==> config.mk <==
export PLATFORM = sky130hd
export DESIGN_NAME = tkrt_div
export DESIGN_NICKNAME = d
export VERILOG_FILES = /design/src/tkrt_pkg.sv /design/src/tkrt_div.sv
export SDC_FILE = /design/constraint.sdc
export NUM_CORES = 1
export LEC_CHECK = 0
export BUFFER_PORTS_ARGS = -buffer_cell sky130_fd_sc_hd__clkbuf_2
export CAP_MARGIN = 25
export CORE_ASPECT_RATIO = 0.5
export CORE_MARGIN = 4
export CORE_UTILIZATION = 57
export CTS_BUF_LIST = sky130_fd_sc_hd__clkbuf_8
export DETAILED_ROUTE_END_ITERATION = 7
export MAX_ROUTING_LAYER = met4
export PLACE_DENSITY_LB_ADDON = 0.15
export SYNTH_ARGS = -nofsm -noshare
export SYNTH_HDL_FRONTEND = slang
export SYNTH_SLANG_ARGS = --single-unit
==> constraint.sdc <==
create_clock -name clk -period 3.5 [get_ports clk]
set_input_delay 0 -clock clk [delete_from_list [all_inputs] [get_ports clk]]
set_output_delay 0 -clock clk [all_outputs]
set_load 0.02 [all_outputs]
==> src/tkrt_pkg.sv <==
// ----------------------------------------------------------------------------
// tkrt_pkg
// types and constants of the top-k ratio tracker
// ----------------------------------------------------------------------------
package tkrt_pkg;

    localparam int NUM_W = 36;
    localparam int DEN_W = 24;
    localparam int CNT_W = 6;

    localparam logic [1:0] CMD_OFFER = 2'd0;
    localparam logic [1:0] CMD_DUMP  = 2'd1;
    localparam logic [1:0] CMD_CLEAR = 2'd2;

    localparam logic [2:0] MODE_SPEED = 3'd0;
    localparam logic [2:0] MODE_TIME  = 3'd1;
    localparam logic [2:0] MODE_VC    = 3'd2;
    localparam logic [2:0] MODE_TCHG  = 3'd3;
    localparam logic [2:0] MODE_VCHG  = 3'd4;

    localparam logic REG_MODE   = 1'b0;
    localparam logic REG_MINVOL = 1'b1;

    typedef enum logic [3:0] {
        ST_IDLE,
        ST_DECODE,
        ST_DIV,
        ST_PREP,
        ST_CHECK,
        ST_SCAN_RD,
        ST_SCAN_CMP,
        ST_SHIFT_RD,
        ST_SHIFT_WR,
        ST_WRITE,
        ST_RESULT,
        ST_DUMP_RD,
        ST_DUMP_CMP
    } state_t;

    typedef enum logic [1:0] {
        PH_BASE,
        PH_LOAD,
        PH_RATIO
    } phase_t;

    typedef struct packed {
        logic [23:0]        link;
        logic [23:0]        src_node;
        logic [23:0]        dst_node;
        logic [9:0]         period;
        logic [23:0]        base;
        logic [23:0]        load;
        logic signed [31:0] ratio;
    } entry_t;

    typedef struct packed {
        logic               accepted;
        logic [5:0]         slot;
        logic               entry_valid;
        logic [23:0]        link;
        logic [23:0]        src_node;
        logic [23:0]        dst_node;
        logic [9:0]         period;
        logic [23:0]        base;
        logic [23:0]        load;
        logic signed [31:0] ratio;
        logic               last;
    } result_t;

endpackage

==> src/tkrt_div.sv <==
// ----------------------------------------------------------------------------
// tkrt_div
// restoring unsigned divider, one quotient bit per cycle
// ----------------------------------------------------------------------------
module tkrt_div
    import tkrt_pkg::*;
(
    input  logic             clk,
    input  logic             rst_n,
    input  logic             start,
    input  logic [NUM_W-1:0] num,
    input  logic [DEN_W-1:0] den,
    output logic             done,
    output logic [NUM_W-1:0] quo
);

    logic             busy_reg;
    logic             done_reg;
    logic [CNT_W-1:0] cnt_reg;
    logic [NUM_W-1:0] quo_reg;
    logic [DEN_W-1:0] rem_reg;
    logic [DEN_W-1:0] den_reg;
    logic [DEN_W:0]   trial;
    logic             fits;

    assign trial = {rem_reg, quo_reg[NUM_W-1]};
    assign fits  = (trial >= {1'b0, den_reg});

    always_ff @(posedge clk or negedge rst_n)
    begin
        if (!rst_n)
        begin
            busy_reg <= 1'b0;
            done_reg <= 1'b0;
            cnt_reg  <= '0;
        end
        else
        begin
            done_reg <= 1'b0;
            if (start)
            begin
                busy_reg <= 1'b1;
                cnt_reg  <= '0;
            end
            else if (busy_reg)
            begin
                cnt_reg <= cnt_reg + 1'b1;
                if (cnt_reg == CNT_W'(NUM_W - 1))
                begin
                    busy_reg <= 1'b0;
                    done_reg <= 1'b1;
                end
            end
        end
    end

    always_ff @(posedge clk)
    begin
        if (start)
        begin
            quo_reg <= num;
            rem_reg <= '0;
            den_reg <= den;
        end
        else if (busy_reg)
        begin
            rem_reg <= fits ? DEN_W'(trial - {1'b0, den_reg}) : trial[DEN_W-1:0];
            quo_reg <= {quo_reg[NUM_W-2:0], fits};
        end
    end

    assign done = done_reg;
    assign quo  = quo_reg;

endmodule

### After elaboration in Yosys (flattened, before gate mapping)

Index checks and enable logic that the tools add are counted.

| word-level totals | value |
|---|---|
| output and inout port bits | 37 |
| flip-flop bits (word level) | 92 |
| logic and storage cells | 22 |

| cells by class | value |
|---|---|
| magnitude comparators | 1 |
| equal/unequal tests | 1 |
| reduce and logical (&&, ||, !) cells | 1 |
| muxes and demuxes | 11 |
| add/sub/neg operators | 2 |

Operator list:

| cell | number |
|---|---|
| 36-bit two-way mux | 2 |
| 25-bit by 24-bit >= comparator with 1-bit output | 1 |
| 24-bit two-way mux | 1 |
| 24-bit subtractor | 1 |
| 6-bit two-way mux | 2 |
| 6-bit by 1-bit adder with 6-bit output, second input constant | 1 |
| 6-bit equality test, second input constant | 1 |
| 1-bit two-way mux | 6 |
| 2-bit nonzero test | 1 |

### Longest topological paths before layout

Gate-level depths: netlist (run 1).

| depth | value |
|---|---|
| depth after elaboration | 4 |
| mapped depth | 12 |
| mapped depth without buffers | 12 |

### Worst setup path before layout (run 1)

Ideal clock, no wire load.

| timing | value |
|---|---|
| path type | register to register |
| from | register quo_reg[35], in the netlist quo[35] |
| to | register rem_reg[22] |
| required time | 3374 ps |
| path slack | 842 ps |
| stages on the path, launching flop included | 13 |
| arrival time | 2532 ps |
| buffers on the path | 0 |
| period minus slack after synthesis | 2658 ps |
| cells stage by stage | edfxtp_1 inv_1 ha_1 fa_1 nor2b_1 o21ai_0 nand3_1 and4_1 o31ai_2 o21ai_0 a221oi_1 xor2_1 o21ai_0 |

| on the way | value |
|---|---|
| word-level cells in the longest chain between the ends | 2 |

RTL lines:

| element | line | RTL |
|---|---|---|
| from (decl) | tkrt_div.sv:20 | `logic [NUM_W-1:0] quo_reg;` |
| from (signal assigned) | tkrt_div.sv:61 | `quo_reg <= num;` |
| from (signal assigned) | tkrt_div.sv:68 | `quo_reg <= {quo_reg[NUM_W-2:0], fits};` |
| 24-bit subtractor or 25-bit by 24-bit >= comparator with 1-bit output (tied branches) | tkrt_div.sv:67, tkrt_div.sv:27 |  |
| 24-bit two-way mux * | tkrt_div.sv:67 | `rem_reg <= fits ? DEN_W'(trial - {1'b0, den_reg}) : trial[DEN_W-1:0];` |
| to (signal assigned) | tkrt_div.sv:67 |  |
| to (decl) | tkrt_div.sv:21 | `logic [DEN_W-1:0] rem_reg;` |

Every way passes the cells marked *; elsewhere a longest branch is shown, timed or not.
A chain may end at the register's enable or synchronous reset.

### Final worst setup path (run 1)

Same ends and word-level chain as after synthesis.

==> run metrics, run 1 <==
CP dominant cell by count o21ai_0; DP HPWL 7110 um; root buf cell clkbuf_8; Reg2Reg Setup Slack 0.48 ns; CTS H-tree depth 3; cell breakdown of the critical path inv_1 > ha_1 > fa_1 > nor2b_1 > o21ai_0 > nand3_1 > and4_1 > o31ai_2 > o21ai_0 > a221oi_1 > xor2_1 > o21ai_0; Power Density slightly below 400 nW/um2; Crit-path slowest cell o31ai_2; status finished clean; clk_skew 0.01077 ns; Final Hold Fails 0; asr flop ratio synth under 10%; clock share of power 32.1%; Final Max Slew Viols 0; Hold Crit Class input port to register; I/O pin count 100; final WL 11,070 um; # DRC 0; combinational power share 16.1%; Detailed Routing Iterations Pass 1 5; Setup CP Type register to register; Site Rows 23; CP peak stage delay 0.47 ns; top layer in use met4; Max IR drop VDD ~0.00023 V; required time worst endpoint around 3.8 ns; max reg flops 36; Worst R2R Start quo[35]; average size of a mapped cell approximately 11 um2; vias per cell roughly 5.4; largest net degree at the start of global routing 57; Antenna Violating Nets Remaining 0; post-synth cell types 52; Synth Warn # 0; P_leak 2.799 nW; Sequential Power Share 51.8%; nets@finish 680; hold depth 2; Setup crit start quo[35]; Initial Util 59.50%; Synth Instances 432; Setup crit end kind register; slew margin rel. between 50 and 60%; footprint of the multi-input gates between 2000 and 2500 um2; # clock sinks 92; Primary FF master, synth edfxtp_1; placer congestion estimate ~0.8; RSZ-0062 raised after global routing false; DIE AREA 10,130 um2; Final Critical Period 3.020 ns; switching pwr 0.6155 mW; I/O Buffers 99; sequential cell area between 2000 and 2500 um2; CP Max Fanout 5; switch share 25.02%; clk_lat worst skew between 0.3 and 0.4 ns; Die Width 138.4 um; hold_sp start; Overflow after GRT 0; first-pass GRT wire length about 19,000 um; Post-synth EDFFs 60; Fillers 557; Fmax about 330 MHz; period utilization roughly 86%; area growth from synthesis to layout 29.69%; setup_tns 0 ns; met2 wire length 5208 um; Hold EP cnt_reg[1]; worst slew pin tran 0.6305 ns; CTS Buf Count 9; Reg2Reg Depth 12; setup bufs post-CTS 0; Placeable Area 8144 um2; Worst-path clk slew 0.09 ns; sequential area share after synthesis between 50 and 60%; fraction of layout cells with a size suffix above 1 26.68%; hold_ws 0.1528 ns; Startpoint Class register; met3 WL post-DR 897 um; WL/cell 15.61 um; vias after detailed routing 3,816; #FFs+latches synth between 90 and 100; r2r endpoint rem_reg[22]; CTS tree built; met1 WL 4837 um; Cell Int Power approximately 1.8 mW; vias in the first global route 3,864; synthesized area a little under 5000 um2; Data arrival, critical path around 3.3 ns; clk buf depth 2; Max-Cap Viols 0; antenna violations before repair 1; all-layer global routing usage 23.75%; Die Y-Extent roughly 73 um; drt initial violations 166; setup violation total in the final timing report 0; post-CTS sizing 0; Post-Syn Nets roughly 520
==> layer usage <==
layer	vias to the layer above	global-route usage (%)
met2	117	37.37
met3	19	7.919
li1	1905	-
met4	0	5.805
met5	-	-
met1	1775	30.20
==> layout make-up <==
class,count,area share (%)
antenna,1,0.03982
clock buffer,10,2.190
clock inverter,6,1.274
inverter,28,1.672
multi-input combinational,295,34.62
sequential,92,39.50
tap,112,2.230
timing repair buffer,165,18.47
==> metrics by stage <==
step | std cells | total power, mW | worst slack (ns) | utilization (%) | area [um2]
after floorplan | 432 | 1.509 | 0.8419 | - | 4846
after global placement | 630 | 1.620 | 0.6613 | 66.85 | 5444
after detailed placement | 630 | 1.628 | 0.6166 | 66.85 | 5444
after CTS | 708 | 2.470 | 0.5444 | 77.14 | 6282
after global routing | 709 | 2.568 | 0.3048 | 77.17 | 6285
final | 709 | 2.460 | 0.4802 | 77.17 | 6285
==> cells in the mapped netlist (4+ instances only) <==
cell | number | area [um2]
and3_1 | 6 | 37.54
mux2_2 | 35 | 394.1
nand2b_1 | 8 | 50.05
dfxtp_1 | 24 | 480.5
a22oi_1 | 5 | 37.54
mux2i_1 | 8 | 80.08
o31ai_1 | 4 | 30.03
clkbuf_1 | 10 | 37.54
a21o_1 | 6 | 45.04
ha_1 | 25 | 312.8
nand2_1 | 15 | 56.30
a21oi_1 | 31 | 155.2
inv_1 | 28 | 105.1
nand3_1 | 6 | 30.03
nor2_1 | 39 | 146.4
buf_1 | 4 | 15.01
dfrtp_1 | 8 | 200.2
xor2_1 | 10 | 87.58
edfxtp_1 | 60 | 1802
xnor2_1 | 13 | 113.9
nor2b_1 | 6 | 37.54
a211oi_1 | 19 | 142.6
nand4_1 | 4 | 25.02
o21ai_0 | 17 | 85.08
==> critical path: cells and delay by family (launching register included) <==
family,cells,cell delay (ns)
flip-flops,1,0.42
AND/OR/NAND/NOR,3,0.52
AO/OA/AOI/OAI,5,1.34
buffers and inverters,1,0.08
XOR/XNOR,1,0.17
adder cells (fa/ha/maj),2,0.38
==> what timing repair did <==
action                                  4_1_cts  5_1_grt
endpoints found under the hold margin        68        0
endpoints found under the setup margin        0        0
hold buffers                                 62        0
==> worst max path at each step <==
stage	slack, ns	depth (start not counted)	end
floorplan	0.84	12	rem_reg[22]
global placement	0.66	11	rem_reg[2]
detailed placement	0.62	12	rem_reg[22]
CTS	0.54	12	rem_reg[22]
global route	0.30	12	rem_reg[22]
finish	0.48	12	rem_reg[22]
==> logic make-up (layout without fill, tap and decap cells) <==
group           count (synthesis)  count (layout)  synth area share, %
buf+inv                        45             209                3.873
flops                          92              92                51.23
compound gates                105             105                14.25
mux                            43              43                9.786
xor+xnor                       23              23                4.157
other cells                     0               1                    0
simple gates                   98              98                9.837
fa+ha+maj                      26              26                6.868
==> power groups by stage <==
stage | Sequential [mW] | Clock (mW) | Combinational, mW
2_1_floorplan | 1.34 | 0 | 0.164
3_5_place_dp | 1.29 | 0 | 0.334
5_1_grt | 1.28 | 0.854 | 0.432
6_report | 1.27 | 0.790 | 0.396
4_1_cts | 1.27 | 0.807 | 0.390
3_3_place_gp | 1.29 | 0 | 0.326
==> layout by cell type, fill, tap and decap left out, types with 2 or more instances in the layout <==
cell           instances
xor2_1                10
a21oi_1               31
or3_1                  2
mux2i_1                8
nand2b_1               8
bufinv_16              2
xnor2_1               13
o21a_1                 2
inv_1                 30
o31ai_1                4
nand3_1                6
a31oi_1                3
nand2_1               15
and3_1                 6
a211oi_1              19
dfxtp_1               24
o21bai_1               3
o22ai_1                3
o21ai_0               17
a21o_1                 6
edfxtp_1              60
nor2_1                39
nor4_1                 2
nor3_1                 3
and2_1                 2
dfrtp_1                8
nor2b_1                6
buf_4                  4
nand4_1                4
a22oi_1                5
mux2_2                35
clkbuf_8              10
ha_1                  25
dlygate4sd3_1         62
clkbuf_2              98
Power figures use the tool's default switching activity.
==> run 2, diff against run 1 <==
- BUFFER_PORTS_ARGS: -buffer_cell sky130_fd_sc_hd__clkbuf_2 -> not set
- CORE_UTILIZATION: 57 -> 29
- DONT_BUFFER_PORTS: not set -> 1
- SKIP_CTS_REPAIR_TIMING: not set -> 1
==> run metrics, run 2 (synthesized netlist as in run 1, its figures left out) <==
CTS tree built (unchanged); vias per cell 4.671 (was 5.382); antenna violations before repair 0 (was 1); Final Hold Fails 0 (unchanged); CP peak stage delay 0.52 ns (was 0.47 ns); Crit-path slowest cell edfxtp_1 (was o31ai_2); Max-Cap Viols 0 (unchanged); P_leak 2.396 nW (was 2.799 nW); # clock sinks 92 (unchanged); clk buf depth 2 (unchanged); required time worst endpoint 3.75 ns (about the same); footprint of the multi-input gates 2176 um2 (unchanged); vias after detailed routing 3,391 (was 3,816); nets@finish 583 (was 680); Overflow after GRT 0 (unchanged); # DRC 0 (unchanged); cell breakdown of the critical path inv_1 > ha_1 > fa_1 > nor2b_1 > o21ai_0 > nand3_1 > and4_1 > o31ai_2 > o21ai_0 > a221oi_1 > xor2_1 > o21ai_0 (unchanged); Setup crit start quo[35] (unchanged); vias in the first global route 3,315 (was 3,864); most common cell after layout, fill and taps aside dlygate4sd3_1 (was clkbuf_2); Site Rows 33 (was 23); I/O Buffers 0 (was 99); drt initial violations 131 (was 166); Detailed Routing Iterations Pass 1 4 (was 5); final setup margin 0.4564 ns (was 0.4802 ns); Worst R2R Start quo[35] (unchanged); Design Power 2.435 mW (was 2.460 mW); Final Critical Period 3.044 ns (was 3.020 ns); setup violation total in the final timing report 0 (unchanged); CP dominant cell by count o21ai_0 (unchanged); commonest cells after routing, fill and taps aside 63 x dlygate4sd3_1, 60 x edfxtp_1, 39 x nor2_1, 35 x mux2_2, 31 x a21oi_1 (was 98 x clkbuf_2, 62 x dlygate4sd3_1, 60 x edfxtp_1, 39 x nor2_1, 35 x mux2_2); Power Density 408.1 nW/um2 (was 391.4 nW/um2); slew margin rel. 54.15% (was 57.97%); I/O pin count 100 (unchanged); Worst-path clk slew 0.09 ns (about the same); Max IR drop VDD 0.0002600 V (was 0.0002324 V); RSZ-0062 raised after global routing false (unchanged); final WL 10,900 um (was 11,070 um); placer congestion estimate 0.8175 (was 0.8194); # diodes 0 (was 1); DP HPWL 7400 um (was 7110 um); Setup CP Type register to register (unchanged); Initial Util 29.56% (was 59.50%); Placeable Area 16,390 um2 (was 8144 um2); Reg2Reg Depth 12 (unchanged); root buf cell clkbuf_8 (unchanged); Critical Path End rem_reg[22] (unchanged); worst slack at placement 0.4270 ns (was 0.6166 ns); Die Y-Extent 99.41 um (was 73.20 um); setup_tns 0 ns (unchanged); CTS H-tree depth 3 (unchanged); clk_skew 0.02463 ns (was 0.01077 ns); worst slew pin tran 0.6852 ns (was 0.6305 ns); Data arrival, critical path 3.29 ns (was 3.27 ns); area growth from synthesis to layout 23.11% (was 29.69%); clk_lat worst skew 0.38 ns (was 0.37 ns); Startpoint Class register (unchanged); all-layer global routing usage 12.06% (was 23.75%); period utilization 86.96% (was 86.28%); Fmax 328.6 MHz (was 331.1 MHz); Die Width 190.8 um (was 138.4 um); Final Max Slew Viols 0 (unchanged); Reg2Reg Setup Slack 0.46 ns (was 0.48 ns); max reg flops 36 (unchanged); CP Max Fanout 5 (unchanged); Antenna Violating Nets Remaining 0 (unchanged); first-pass GRT wire length 17,600 um (was 18,620 um); largest net degree at the start of global routing 90 (was 57); r2r endpoint rem_reg[22] (unchanged); WL/cell 15.01 um (was 15.61 um); DIE AREA 18,970 um2 (was 10,130 um2); CTS Buf Count 9 (unchanged); sequential cell area 2482 um2 (unchanged); Setup crit end kind register (unchanged); fraction of layout cells with a size suffix above 1 12.63% (was 26.68%); Hold Crit Class input port to register (unchanged); Fillers 1,641 (was 557); status finished clean (unchanged)
==> run 2: area by class of cell <==
class / instances / area share [%]
sequential: 92 / 41.61
multi-input combinational: 295 / 36.47
timing repair buffer: 68 / 11.54
tap: 227 / 4.761
clock buffer: 10 / 2.307
inverter: 28 / 1.762
clock inverter: 6 / 1.552
==> run 2: layer usage <==
layer / vias to the layer above / share of wire, % / GRT usage (%)
met2: 73 / 45 / 17.14
met5: - / 0 / -
li1: 1715 / - / -
met4: 0 / 0.89 / 2.427
met1: 1594 / 49 / 15.92
met3: 9 / 5.6 / 5.470
==> run 2: worst min path at each step <==
| stage | start | endpoint | slack [ns] | cells after the start |
|---|---|---|---|---|
| floorplan | rst_n | busy_reg | -0.30 | 0 |
| CTS | rst_n | cnt_reg[5] | -0.73 | 0 |
| finish | start | den_reg[18] | 0.06 | 1 |
| global route | start | den_reg[18] | 0.05 | 1 |
| global placement | rst_n | cnt_reg[5] | -0.30 | 0 |
| detailed placement | rst_n | cnt_reg[5] | -0.30 | 0 |
==> run 2: through the flow <==
stage | instances | util [%] | cell area (um2) | hold slack, ns
finish | 726 | 36.39 | 5966 | 0.06077
global route | 726 | 36.39 | 5966 | 0.05235
CTS | 662 | 32.38 | 5308 | -0.7299
detailed placement | 646 | 30.97 | 5077 | -0.2954
global placement | 646 | 30.97 | 5077 | -0.2954
floorplan | 432 | - | 4846 | -0.2956
==> run 2: worst max-delay path, delay by kind of cell (launching register included) <==
kind            cells  cell delay, ns
simple gates        3            0.49
fa+ha+maj           2            0.37
xor+xnor            1            0.16
flops               1            0.52
buf+inv             1            0.10
compound gates      5            1.27
==> run 2: report_power, final <==
part	internal, mW	switching [mW]
Combinational	0.145	0.117
Clock	0.428	0.409
Sequential	1.24	0.0961
Total	1.81	0.623
